## src/rtl/core/assert_macros.svh

```systemverilog
// assertion helpers shared by the rtl
`ifndef ASSERT_MACROS_SVH
`define ASSERT_MACROS_SVH

// clocked assertion, off while reset is held
`define HHT_ASSERT(label, prop, msg) \
    label: assert property (@(posedge i_clk) disable iff (!i_rst_n) prop) else $error(msg);

// clocked assertion, checked during reset too
`define HHT_ASSERT_ALWAYS(label, prop, msg) \
    label: assert property (@(posedge i_clk) prop) else $error(msg);

`endif

```

## src/rtl/core/hht_ram.sv

```systemverilog
module hht_ram #(
    parameter int WIDTH = 8,
    parameter int DEPTH = 16
) (
    input  logic                     i_clk,
    input  logic                     i_we,
    input  logic [$clog2(DEPTH)-1:0] i_waddr,
    input  logic [WIDTH-1:0]         i_wdata,
    input  logic                     i_re,
    input  logic [$clog2(DEPTH)-1:0] i_raddr,
    output logic [WIDTH-1:0]         o_rdata
);

    logic [WIDTH-1:0] r_mem [DEPTH];

    // one write port, one registered read port
    always_ff @(posedge i_clk) begin
        if (i_we) begin
            r_mem[i_waddr] <= i_wdata;
        end
        if (i_re) begin
            o_rdata <= r_mem[i_raddr];
        end
    end

endmodule

```

## config.mk

```make
export PLATFORM = sky130hd
export DESIGN_NAME = hht_ram
export DESIGN_NICKNAME = d
export VERILOG_FILES = /design/src/rtl/core/assert_macros.svh /design/src/rtl/core/hht_ram.sv
export SDC_FILE = /design/constraint.sdc
export NUM_CORES = 1
export LEC_CHECK = 0
export ABC_AREA = 1
export BUFFER_PORTS_ARGS = -buffer_cell sky130_fd_sc_hd__buf_2
export CORE_MARGIN = 5
export CORE_UTILIZATION = 50
export CTS_CLUSTER_SIZE = 12
export DETAILED_ROUTE_END_ITERATION = 8
export PLACE_DENSITY = 0.73
export SETUP_SLACK_MARGIN = 0.4
export SLEW_MARGIN = 20
export SYNTH_ARGS = -nofsm -noshare
export SYNTH_HDL_FRONTEND = slang
export SYNTH_SLANG_ARGS = --single-unit
```

## constraint.sdc

```tcl
create_clock -name i_clk -period 1.39 [get_ports i_clk]
set_clock_uncertainty 0.15 [all_clocks]
set_input_delay 0.139 -clock i_clk [delete_from_list [all_inputs] [get_ports i_clk]]
set_output_delay 0.139 -clock i_clk [all_outputs]
set_load 0.005 [all_outputs]
```

==> summary.txt <==
Status
  – Outcome: completed

Global routing
  – First-pass GRT wire length: 21,000 um
  – Number of global-route vias before repair: 4,017
  – Total track usage: 19.9%
  – Initial antenna violation count: 0
  – Largest net degree at the start of global routing: 38
  – GRT overflow: 0

Timing
  – Slew @ Worst Pin: 0.518 ns
  – Final Hold Vio Count: 0
  – Relative slew slack: 65.5%
  – Unrepaired setup endpoints after global routing: true
  – Fmax: 781 MHz
  – Max Slew Vio Count: 0
  – Total Neg Setup Slack: 0 ns
  – Period utilization: 92.2%
  – Final worst setup slack: 0.109 ns
  – Final setup violation count: 0
  – Min cycle time layout: 1.28 ns

Die
  – CORE AREA: 0.0114 mm2
  – # rows: 39
  – Die width: 118 um
  – Initial Util: 51.2%
  – Total die area: 0.0140 mm2
  – Ports: 27
  – Die Ht: 118 um

Drt
  – First DRT Iteration DRCs: 286
  – Pre-antenna DRT Iters: 5
  – # DRC: 0
  – Post-route ant nets: 0
  – Drt via density: 5.24
  – Via count: 3,932
  – Routed len/inst: 17.8 um
  – DRT Wirelength: 13,400 um

Critical path
  – Req. time, crit path: 1.10 ns
  – Worst r2r dst: o_rdata[5]$_DFFE_PP_
  – CP Capture Type: output pin
  – CP bufs+invs: 1
  – Worst reg-to-reg setup slack: 0.12 ns
  – CP startpoint kind: flop
  – Largest stage delay, worst path: 0.42 ns
  – Worst path depth: 1
  – Crit Reg-Reg Startpoint: r_mem[7][5]$_DFFE_PP_
  – R2r worst-path depth: 6
  – Crit Path Class: reg2out
  – Worst path cell trace: buf_2
  – Worst path slowest cell: edfxtp_1
  – Top delay family on crit path: flip-flops
  – Crit. Startpoint: o_rdata[0]$_DFFE_PP_
  – CP Capture Point: o_rdata[0]
  – Critical Path Fanout Max: 1
  – WP data arrival: 0.99 ns

Finish
  – Fill count: 888
  – Fin area: 0.00718 mm2
  – Final net count: 615
  – Diodes inserted: 0
  – Synth-to-Final Area Change: 22.7%
  – Layout Cells excl Fill: 750
  – Layout cells sized above 1: 25.9%

Logic synthesis
  – Syn Nets: 570
  – Synth Cell Area: 0.00585 mm2
  – Synth warnings: 0
  – Synthesis-stage register bit count: 136
  – Syn_area_per_cell: 10.6 um2
  – Register area share after synthesis: 69.8%
  – Syn Inst Count: 551
  – Post-synth cell types: 11

Hold path
  – Min-delay worst type: in2reg
  – Hold Crit Depth: 1

CTS
  – H-tree Lvls: 4
  – TritonCTS clock tree: done
  – CTS Buffer Depth: 2
  – Number of CTS-inserted buffers: 17
  – Worst-path clk slew: 0.05 ns
  – Clk_lat worst skew: 0.41 ns
  – CTS Sinks: 136
  – CTS root buffer: clkbuf_16

Placed design
  – Post-DP Area: 0.00636 mm2
  – Gp weighted congestion: 0.843
  – Placed insts: 714
  – Port buffer count: 26
  – Pre-CTS setup slack: -0.103 ns
  – DP HPWL: 8250 um

Power
  – VDD IR max: 0.771 mV
  – Leak Pwr: 3.03 nW
  – Overall power: 9.27 mW
  – Power per cell area: 1290 mW/mm2

Run
  – Number of max-cap violations: 0
-- worst min-delay path by stage --
stage                     startpoint  slack, ns                endpoint
after floorplan           i_wdata[0]       0.09   r_mem[0][0]$_DFFE_PP_
after global placement          i_re       0.36    o_rdata[6]$_DFFE_PP_
after detailed placement        i_re       0.36    o_rdata[6]$_DFFE_PP_
after CTS                 i_wdata[1]      0.001   r_mem[6][1]$_DFFE_PP_
after global routing      i_wdata[1]       0.01  r_mem[13][1]$_DFFE_PP_
final                     i_wdata[0]       0.01   r_mem[3][0]$_DFFE_PP_
-- flip-flops by register name (all words and copies together) (netlist names) --
name and cells:
o_rdata 8, r_mem 128
-- report_power, final --
group          total [mW]  internal, mW  switching, mW
logic               0.699         0.231          0.468
clock network        3.92          2.41           1.51
registers            4.65          4.62         0.0287
-- cell usage after synthesis --
cell type	count	area share, %
nand2_1	173	11
edfxtp_1	136	70
inv_1	100	6.4
nand3_1	97	8.3
nor2_1	17	1.1
buf_2	13	1.1
buf_6	6	1.2
buf_4	4	0.51
inv_2	2	0.13
nand3b_1	2	0.26
buf_1	1	0.064
-- cells in the final DEF (no fill, tap or decap) --
| master | n |
|---|---|
| clkbuf_16 | 17 |
| nand2_2 | 21 |
| clkbuf_1 | 7 |
| inv_2 | 1 |
| clkinv_1 | 2 |
| nand2_4 | 1 |
| nand2_1 | 151 |
| edfxtp_1 | 136 |
| clkinv_2 | 3 |
| nand3_1 | 49 |
| nand3_2 | 47 |
| nor2_2 | 8 |
| inv_4 | 3 |
| buf_2 | 26 |
| inv_1 | 98 |
| nand3b_1 | 2 |
| dlygate4sd3_1 | 5 |
| nor2_4 | 9 |
| bufinv_16 | 1 |
| nand3_4 | 1 |
| buf_4 | 12 |
| buf_12 | 7 |
-- timing repair --
action	in CTS	in global routing
endpoints found under the hold margin	55	0
pin swaps	26	27
gates resized for setup	28	28
hold buffers	5	0
setup endpoints to repair	16	37
gates cloned	0	0
setup buffers	0	1
-- per-stage QoR --
step,utilization (%),hold slack (ns)
3_5_place_dp,55.7,0.363
2_1_floorplan,-,0.0879
4_1_cts,61.7,0.00115
5_1_grt,62.9,0.00952
6_report,62.9,0.0113
3_3_place_gp,55.7,0.356
-- per-layer routing --
layer  GRT usage (%)  share of wire (%)  vias up
li1                -                  -     1874
met2            33.1                 51      135
met4            8.89                2.7        0
met3            4.44                5.1       29
met1            24.8                 41     1894
met5               0                  0        -
-- final cells by class --
cell class	count	area, um2	area share (%)
Tap cell	143	179	2.49
Clock buffer	24	452	6.29
Clock inverter	6	52.6	0.732
Timing Repair Buffer	50	410	5.72
Multi-Input combinational cell	289	1610	22.4
Inverter	102	390	5.44
Sequential cell	136	4080	56.9
-- cell families (layout without fill, tap and decap cells) --
group	after synthesis	after routing	share of synthesized area, %
DFF	136	136	69.8
and+or+nand+nor	289	289	20.8
buffers and inverters	126	182	9.39
Power figures use the tool's default switching activity.
