--- src/rtl/core/assert_macros.svh ---
// assertion helpers shared by the rtl
`ifndef ASSERT_MACROS_SVH
`define ASSERT_MACROS_SVH

// clocked assertion, off while reset is held
`define HHT_ASSERT(label, prop, msg) \
    label: assert property (@(posedge i_clk) disable iff (!i_rst_n) prop) else $error(msg);

// clocked assertion, checked during reset too
`define HHT_ASSERT_ALWAYS(label, prop, msg) \
    label: assert property (@(posedge i_clk) prop) else $error(msg);

`endif

--- src/rtl/core/hht_pkg.sv ---
package hht_pkg;

    // table geometry, counts are powers of two
    localparam int NUM_SEGMENTS  = 8;
    localparam int SEGMENT_SLOTS = 1024;
    localparam int HOP_RANGE     = 4;

    localparam int TOTAL_SLOTS = NUM_SEGMENTS * SEGMENT_SLOTS;
    localparam int SEG_W   = (NUM_SEGMENTS > 1) ? $clog2(NUM_SEGMENTS) : 1;
    localparam int SLOT_W  = $clog2(SEGMENT_SLOTS);
    localparam int ADDR_W  = $clog2(TOTAL_SLOTS);
    localparam int CNT_W   = $clog2(SEGMENT_SLOTS + 1);
    localparam int STEP_W  = $clog2(HOP_RANGE);
    localparam int CLR_W   = ADDR_W + 1;

    localparam int KEY_W   = 24;
    localparam int VAL_W   = 32;
    localparam int K13_W   = KEY_W + 4;
    localparam int PROD_W  = K13_W + 32;
    localparam int QUO_W   = PROD_W - 33;
    localparam int HASH_W  = QUO_W + 2;

    // reciprocal of three, exact for dividends below 2^32 with a shift of 33
    localparam logic [31:0] RECIP3 = 32'hAAAA_AAAB;

    typedef enum logic [1:0] {
        ACT_LOOKUP = 2'd0,
        ACT_INSERT = 2'd1,
        ACT_DELETE = 2'd2,
        ACT_CLEAR  = 2'd3
    } t_action;

    typedef enum logic [1:0] {
        ST_OK       = 2'd0,
        ST_NOTFOUND = 2'd1,
        ST_DUP      = 2'd2,
        ST_FULL     = 2'd3
    } t_status;

    typedef enum logic [2:0] {
        S_CLEAR,
        S_IDLE,
        S_HASH,
        S_SCAN,
        S_PROBE,
        S_HRD,
        S_HCHK,
        S_RESP
    } t_state;

    // segment and home slot of a key
    typedef struct packed {
        logic [SEG_W-1:0]  seg;
        logic [SLOT_W-1:0] home;
    } t_hash;

    // one slot of the table, home kept so moves need no rehash
    typedef struct packed {
        logic              occ;
        logic [SLOT_W-1:0] home;
        logic [KEY_W-1:0]  key;
        logic [VAL_W-1:0]  value;
    } t_entry;

    localparam int ENTRY_W = $bits(t_entry);

    function automatic logic [ADDR_W-1:0] f_addr(logic [SEG_W-1:0] seg,
                                                 logic [SLOT_W-1:0] slot);
        f_addr = ADDR_W'(ADDR_W'(seg) * ADDR_W'(SEGMENT_SLOTS)) + ADDR_W'(slot);
    endfunction

endpackage

--- src/rtl/core/hht_hash.sv ---
module hht_hash
    import hht_pkg::*;
(
    input  logic             i_clk,
    input  logic [KEY_W-1:0] i_key,
    output t_hash            o_hash
);

    logic [K13_W-1:0]  w_k13;
    logic [PROD_W-1:0] r_prod;
    logic [QUO_W-1:0]  w_quo;
    logic [HASH_W:0]   w_h7;
    logic [HASH_W-1:0] w_h;

    // key times 13 by shift and add
    assign w_k13 = (K13_W'(i_key) << 3) + (K13_W'(i_key) << 2) + K13_W'(i_key);

    // divide by three through the reciprocal, product registered
    always_ff @(posedge i_clk) begin
        r_prod <= PROD_W'(w_k13) * PROD_W'(RECIP3);
    end

    // times 7 then halve, then split into segment and home
    assign w_quo = r_prod[PROD_W-1:33];
    assign w_h7  = ((HASH_W+1)'(w_quo) << 3) - (HASH_W+1)'(w_quo);
    assign w_h   = w_h7[HASH_W:1];

    assign o_hash.seg  = SEG_W'(w_h % NUM_SEGMENTS);
    assign o_hash.home = SLOT_W'(w_h % SEGMENT_SLOTS);

endmodule

--- config.mk ---
export PLATFORM = sky130hd
export DESIGN_NAME = hht_hash
export DESIGN_NICKNAME = d
export VERILOG_FILES = /design/src/rtl/core/assert_macros.svh /design/src/rtl/core/hht_pkg.sv /design/src/rtl/core/hht_hash.sv
export SDC_FILE = /design/constraint.sdc
export NUM_CORES = 1
export LEC_CHECK = 0
export CORE_ASPECT_RATIO = 1.2
export CORE_MARGIN = 1
export CORE_UTILIZATION = 29
export DETAILED_ROUTE_END_ITERATION = 12
export DONT_BUFFER_PORTS = 1
export GPL_TIMING_DRIVEN = 0
export MAX_ROUTING_LAYER = met4
export SYNTH_ARGS = -nofsm -noshare
export SYNTH_HDL_FRONTEND = slang
export SYNTH_SLANG_ARGS = --single-unit
--- constraint.sdc ---
create_clock -name i_clk -period 12.8 [get_ports i_clk]
set_input_delay 1.92 -clock i_clk [delete_from_list [all_inputs] [get_ports i_clk]]
set_output_delay 1.92 -clock i_clk [all_outputs]
set_load 0.05 [all_outputs]
==> results of run 1 <==
cells in the mapped netlist (7+ instances only):
cell      instances
a21oi_1          41
ha_1            197
o21a_1            7
nand3_1          10
nand2b_1          8
a21o_1           20
xnor2_1          34
nand4_1           8
xor2_1           13
nand2_1          24
fa_1            204
dfxtp_1          11
nor3_1            9
nor2_1           35
inv_1           331
o21ai_0          22
cells by family (layout without fill, tap and decap cells):
logic type	Yosys count	in the layout	synth area share, %
AOI/OAI and AO/OA	135	135	9.382
xor gates and xnor gates	48	48	4.335
muxes	1	1	0.1124
buffers and inverters	339	343	12.84
adders and majority gates	401	401	65.38
DFF	11	11	2.199
and+or+nand+nor	115	115	5.747
path summary, 6_finish.rpt:
kind,to,cells after the start
worst min-delay path,r_prod[43],6
worst max-delay path,r_prod[42],30
final cells by class:
type / instances / area, sq um
buffer: 8 / 43.79
sequential: 11 / 220.2
inverter: 331 / 1242
tap: 456 / 570.5
clock buffer: 4 / 78.83
multi-input combinational: 700 / 8509
fill: 3551 / 23310
per-layer routing:
layer | up-vias | share of wire (%)
met5 | - | 0
met3 | 16 | 1.6
met1 | 3242 | 48
met2 | 66 | 49
li1 | 3272 | -
met4 | 0 | 1.1
stage by stage:
| step | hold slack [ps] | area, sq um | worst slack, ps | std cells | util, % |
|---|---|---|---|---|---|
| floorplan | 2626 | 10020 | 2732 | 1050 | - |
| global placement | 2667 | 10590 | 1827 | 1506 | 31.15 |
| detailed placement | 2671 | 10590 | 1805 | 1506 | 31.15 |
| CTS | 2787 | 10670 | 2026 | 1510 | 31.39 |
| global route | 2852 | 10670 | 1509 | 1510 | 31.39 |
| finish | 2783 | 10670 | 2049 | 1510 | 31.39 |
tightest hold or removal path: stages:
cell and delay (ps):
fa_1 140, ha_1 280, o21ai_0 90, a21oi_1 160
xnor2_1 220, xnor2_1 160
==> run_results.csv, run 1 <==
group,metric,value,unit
placement,place_congestion,0.8445,
cts,clock_path_buffers,2,
die,start_util,29.48,%
worst_setup_path,crit_start,"i_key[0]",
drt,wirelength,19530,um
die,io_pins,38,
synthesis,syn-cell-area,10020,sq um
synthesis,ys_seq_elements,11,
sta,drv_slew,0,
placement,portBuffers,0,
die,fp-row-count,74,
flow_run,maxCapViolCount,0,
sta,tns,0,ps
drt,num_vias,6596,
cts,cts_root_buffer,"clkbuf_16",
worst_setup_path,cp_num_buf_inv,3,
hold_path,hp-class,"input pin to flip-flop",
hold_path,hold_start,"i_key[10]",
global_route,grt_pass1_vias,7109,
sta,min_period,10750,ps
synthesis,yosysUniqueCellTypes,57,
synthesis,synth_edf_count,0,
worst_setup_path,crit_path_max_fanout,8,
sta,fin_crit_sh,83.99,%
global_route,track_usage,12.10,%
layout,largest_reg_flops,11,
worst_setup_path,cp.arrival,10870,ps
worst_setup_path,worstSetupEndpointType,"flip-flop",
layout,syn_to_final_growth,6.483,%
synthesis,syn_inst,1050,
die,die_w,171.7,um
outcome,status,"finished clean",
die,die_area,35290,sq um
global_route,busiest_layer,"met2",
synthesis,synth-seq-area-share,2.199,%
sta,fmax,0.09301,GHz
synthesis,synthArstFlopShare,0,%
synthesis,ys.flop_type,"dfxtp_1",
worst_setup_path,crit_path_top_delay_cell,"fa_1",
drt,post-route-drc-count,0,
layout,final_common_cell,"inv_1",
sta,tightest_slew,1216,ps
cts,htree_levels,1,
worst_setup_path,crit_required,12920,ps
cts,cts_resized,0,
worst_setup_path,crit_top_cell,"fa_1",
cts,cts_num_sinks,11,
global_route,gr-usage-met2,20.36,%
synthesis,synth.net_count,1476,
worst_setup_path,critPathKind,"input pin to flip-flop",
drt,drt_iter0_markers,167,
worst_setup_path,slowest_delay,690,ps
synthesis,ys_top_cells_by_area,"fa_1 (41%), ha_1 (25%), inv_1 (12%)",
cts,cts_setup_buffers,0,
worst_setup_path,cp-start-kind,"input pin",
worst_setup_path,cp_top_family,"adder cells",
die,core-area,33980,sq um
cts,cts_tree,"built",
layout,layout_common_cells,"inv_1 (331), fa_1 (204), ha_1 (197), a21oi_1 (41), nor2_1 (35)",
global_route,met1_usage,16.19,%
synthesis,synth_top_area_cell,"fa_1",
drt,avgRoutedWirePerCell,12.93,um
layout,diodes,0,
drt,ant_nets,0,
cts,cts_made_buffers,3,
cts,holdBufCountCts,0,
global_route,grt_first_pass_wirelength,33420,um
layout,layout-drive-gt1-share,1.708,%
layout,largestRegisters,"r_prod x11",
sta,slew_headroom,18.35,%
global_route,grt_overflow,0,
global_route,grt_max_degree,9,
sta,hold_viol_final,0,
cts,cts.clk_slew.worst_paths,40,ps
synthesis,ys_warn_count,0,
global_route,grt.met3_usage,0.7117,%
drt,dr.pass1.iters,6,
global_route,antenna_found_initial,0,
die,die_h,205.6,um
synthesis,postSynthAreaPerCell,9.539,sq um
sta,rsz0062_at_grt,"false",
layout,top_register,"r_prod",
sta,setup_violations,0,
layout,final_nets,1481,
synthesis,synth_top_cell_area_share,40.77,%
drt,vias_per_cell,4.368,
placement,hpwl,18360,um
Power of run 1 is left out: the tool's default activity adds up to more than one toggle a clock period on the data nets, which glitch-free logic cannot reach.
==> inputs of run 2 (changes only) <==
Clock period 12.8 ns to 9.65 ns, I/O delays scaled along.
==> run_results.csv, run 2 (synthesis gave the netlist of run 1 again) <==
group,metric,value,unit
outcome,status,"finished clean",
placement,dpl.cell_count,1506,
placement,hpwl,18360,um
sta,slew_headroom,18.35,%
die,fp-row-count,74,
die,io_pins,38,
global_route,grt.met3_usage,0.7117,%
drt,avgRoutedWirePerCell,13.09,um
worst_setup_path,crit_required,9790,ps
drt,ant_nets,0,
global_route,antenna_found_initial,0,
placement,place_congestion,0.8445,
placement,portBuffers,0,
global_route,gr-usage-met2,20.55,%
layout,diodes,0,
worst_setup_path,critPathKind,"input pin to flip-flop",
sta,tns,0,ps
drt,post-route-drc-count,0,
hold_path,hold_start,"i_key[10]",
cts,htree_levels,1,
die,die_w,171.7,um
worst_setup_path,cp.arrival,9630,ps
worst_setup_path,crit_path_top_delay_cell,"fa_2",
sta,hold_viol_final,0,
global_route,track_usage,12.16,%
hold_path,min_to,"r_prod[43]",
global_route,grt_first_pass_wirelength,33580,um
cts,cts.clk_slew.worst_paths,40,ps
drt,drt_iter0_markers,156,
die,core-area,33980,sq um
global_route,grt_max_degree,9,
sta,setup_violations,0,
die,die_h,205.6,um
hold_path,hp-class,"input pin to flip-flop",
layout,syn_to_final_growth,11.43,%
cts,cts_num_sinks,11,
layout,layout_common_cells,"inv_1 (319), fa_1 (187), ha_1 (180), a21oi_1 (36), nor2_1 (33)",
sta,rsz0062_at_grt,"true",
layout,final_common_cell,"inv_1",
global_route,met1_usage,16.22,%
cts,cts_tree,"built",
drt,vias_per_cell,4.383,
global_route,grt_pass1_vias,7142,
drt,num_vias,6684,
global_route,busiest_layer,"met2",
layout,top_register,"r_prod",
sta,fmax,0.1054,GHz
worst_setup_path,worstSetupEndpointType,"flip-flop",
worst_setup_path,slowest_delay,610,ps
global_route,grt_overflow,0,
cts,cts_made_buffers,3,
worst_setup_path,crit_path_max_fanout,4,
placement,dpl_cell_area,10590,sq um
cts,clock_path_buffers,2,
sta,min_period,9486,ps
worst_setup_path,cp-start-kind,"input pin",
cts,cts_root_buffer,"clkbuf_16",
layout,layout-drive-gt1-share,9.729,%
layout,post-route-util,32.84,%
layout,largestRegisters,"r_prod x11",
sta,drv_slew,0,
layout,final_nets,1496,
flow_run,maxCapViolCount,0,
worst_setup_path,crit_start,"i_key[3]",
die,start_util,29.48,%
drt,wirelength,19960,um
layout,fin_cells,1525,
layout,largest_reg_flops,11,
die,die_area,35290,sq um
sta,tightest_slew,1216,ps
cts,holdBufCountCts,0,
layout,design_area,11160,sq um
sta,fin_crit_sh,98.30,%
hold_path,hold_depth,6,
drt,dr.pass1.iters,4,
## run 2: cell types whose count changed in the layout (fill, tap and decap cells not counted), sizes merged
cell  delta
buf     +15
## run 2: layout make-up
type / count / area (sq um)
repair buffers: 15 / 116.4
plain buffers: 8 / 43.79
well taps: 456 / 570.5
inverters: 331 / 1245
flip-flops and latches: 11 / 220.2
fillers: 3498 / 22820
multi-input cells: 700 / 8886
clock buffers: 4 / 78.83
## run 2: how the worst max path moves through the flow
stage            endpoint  slack [ps]  cells past startpoint
6_report       r_prod[42]         160                     31
5_1_grt        r_prod[42]        -120                     31
4_1_cts        r_prod[42]           5                     31
3_5_place_dp   r_prod[42]        -870                     30
3_3_place_gp   r_prod[42]        -850                     30
2_1_floorplan  r_prod[42]          50                     30
## run 2: critical path, delay by kind of cell
family	cells	cell delay, ps
buffers and inverters	4	340
AOI/OAI and AO/OA	15	3180
xor gates and xnor gates	1	300
adders and majority gates	11	4350
## run 2: what timing repair did
action,CTS,global route
pin swaps,10,56
gates resized for setup,20,67
setup endpoints to repair,11,11
setup buffers,3,12
## run 2: metal layers
layer | wire [um] | vias up
met3 | 306 | 20
li1 | - | 3303
met5 | 0 | -
met1 | 9445 | 3290
met4 | 220 | 0
met2 | 9983 | 71
## run 2: metrics by stage
stage	worst slack, ps	hold slack [ps]
after floorplan	54.58	2153
after global placement	-850.3	2195
after detailed placement	-872.1	2198
after CTS	5.127	2315
after global routing	-120.1	2319
final	164.2	2243
Power of run 2 is left out for the same reason.
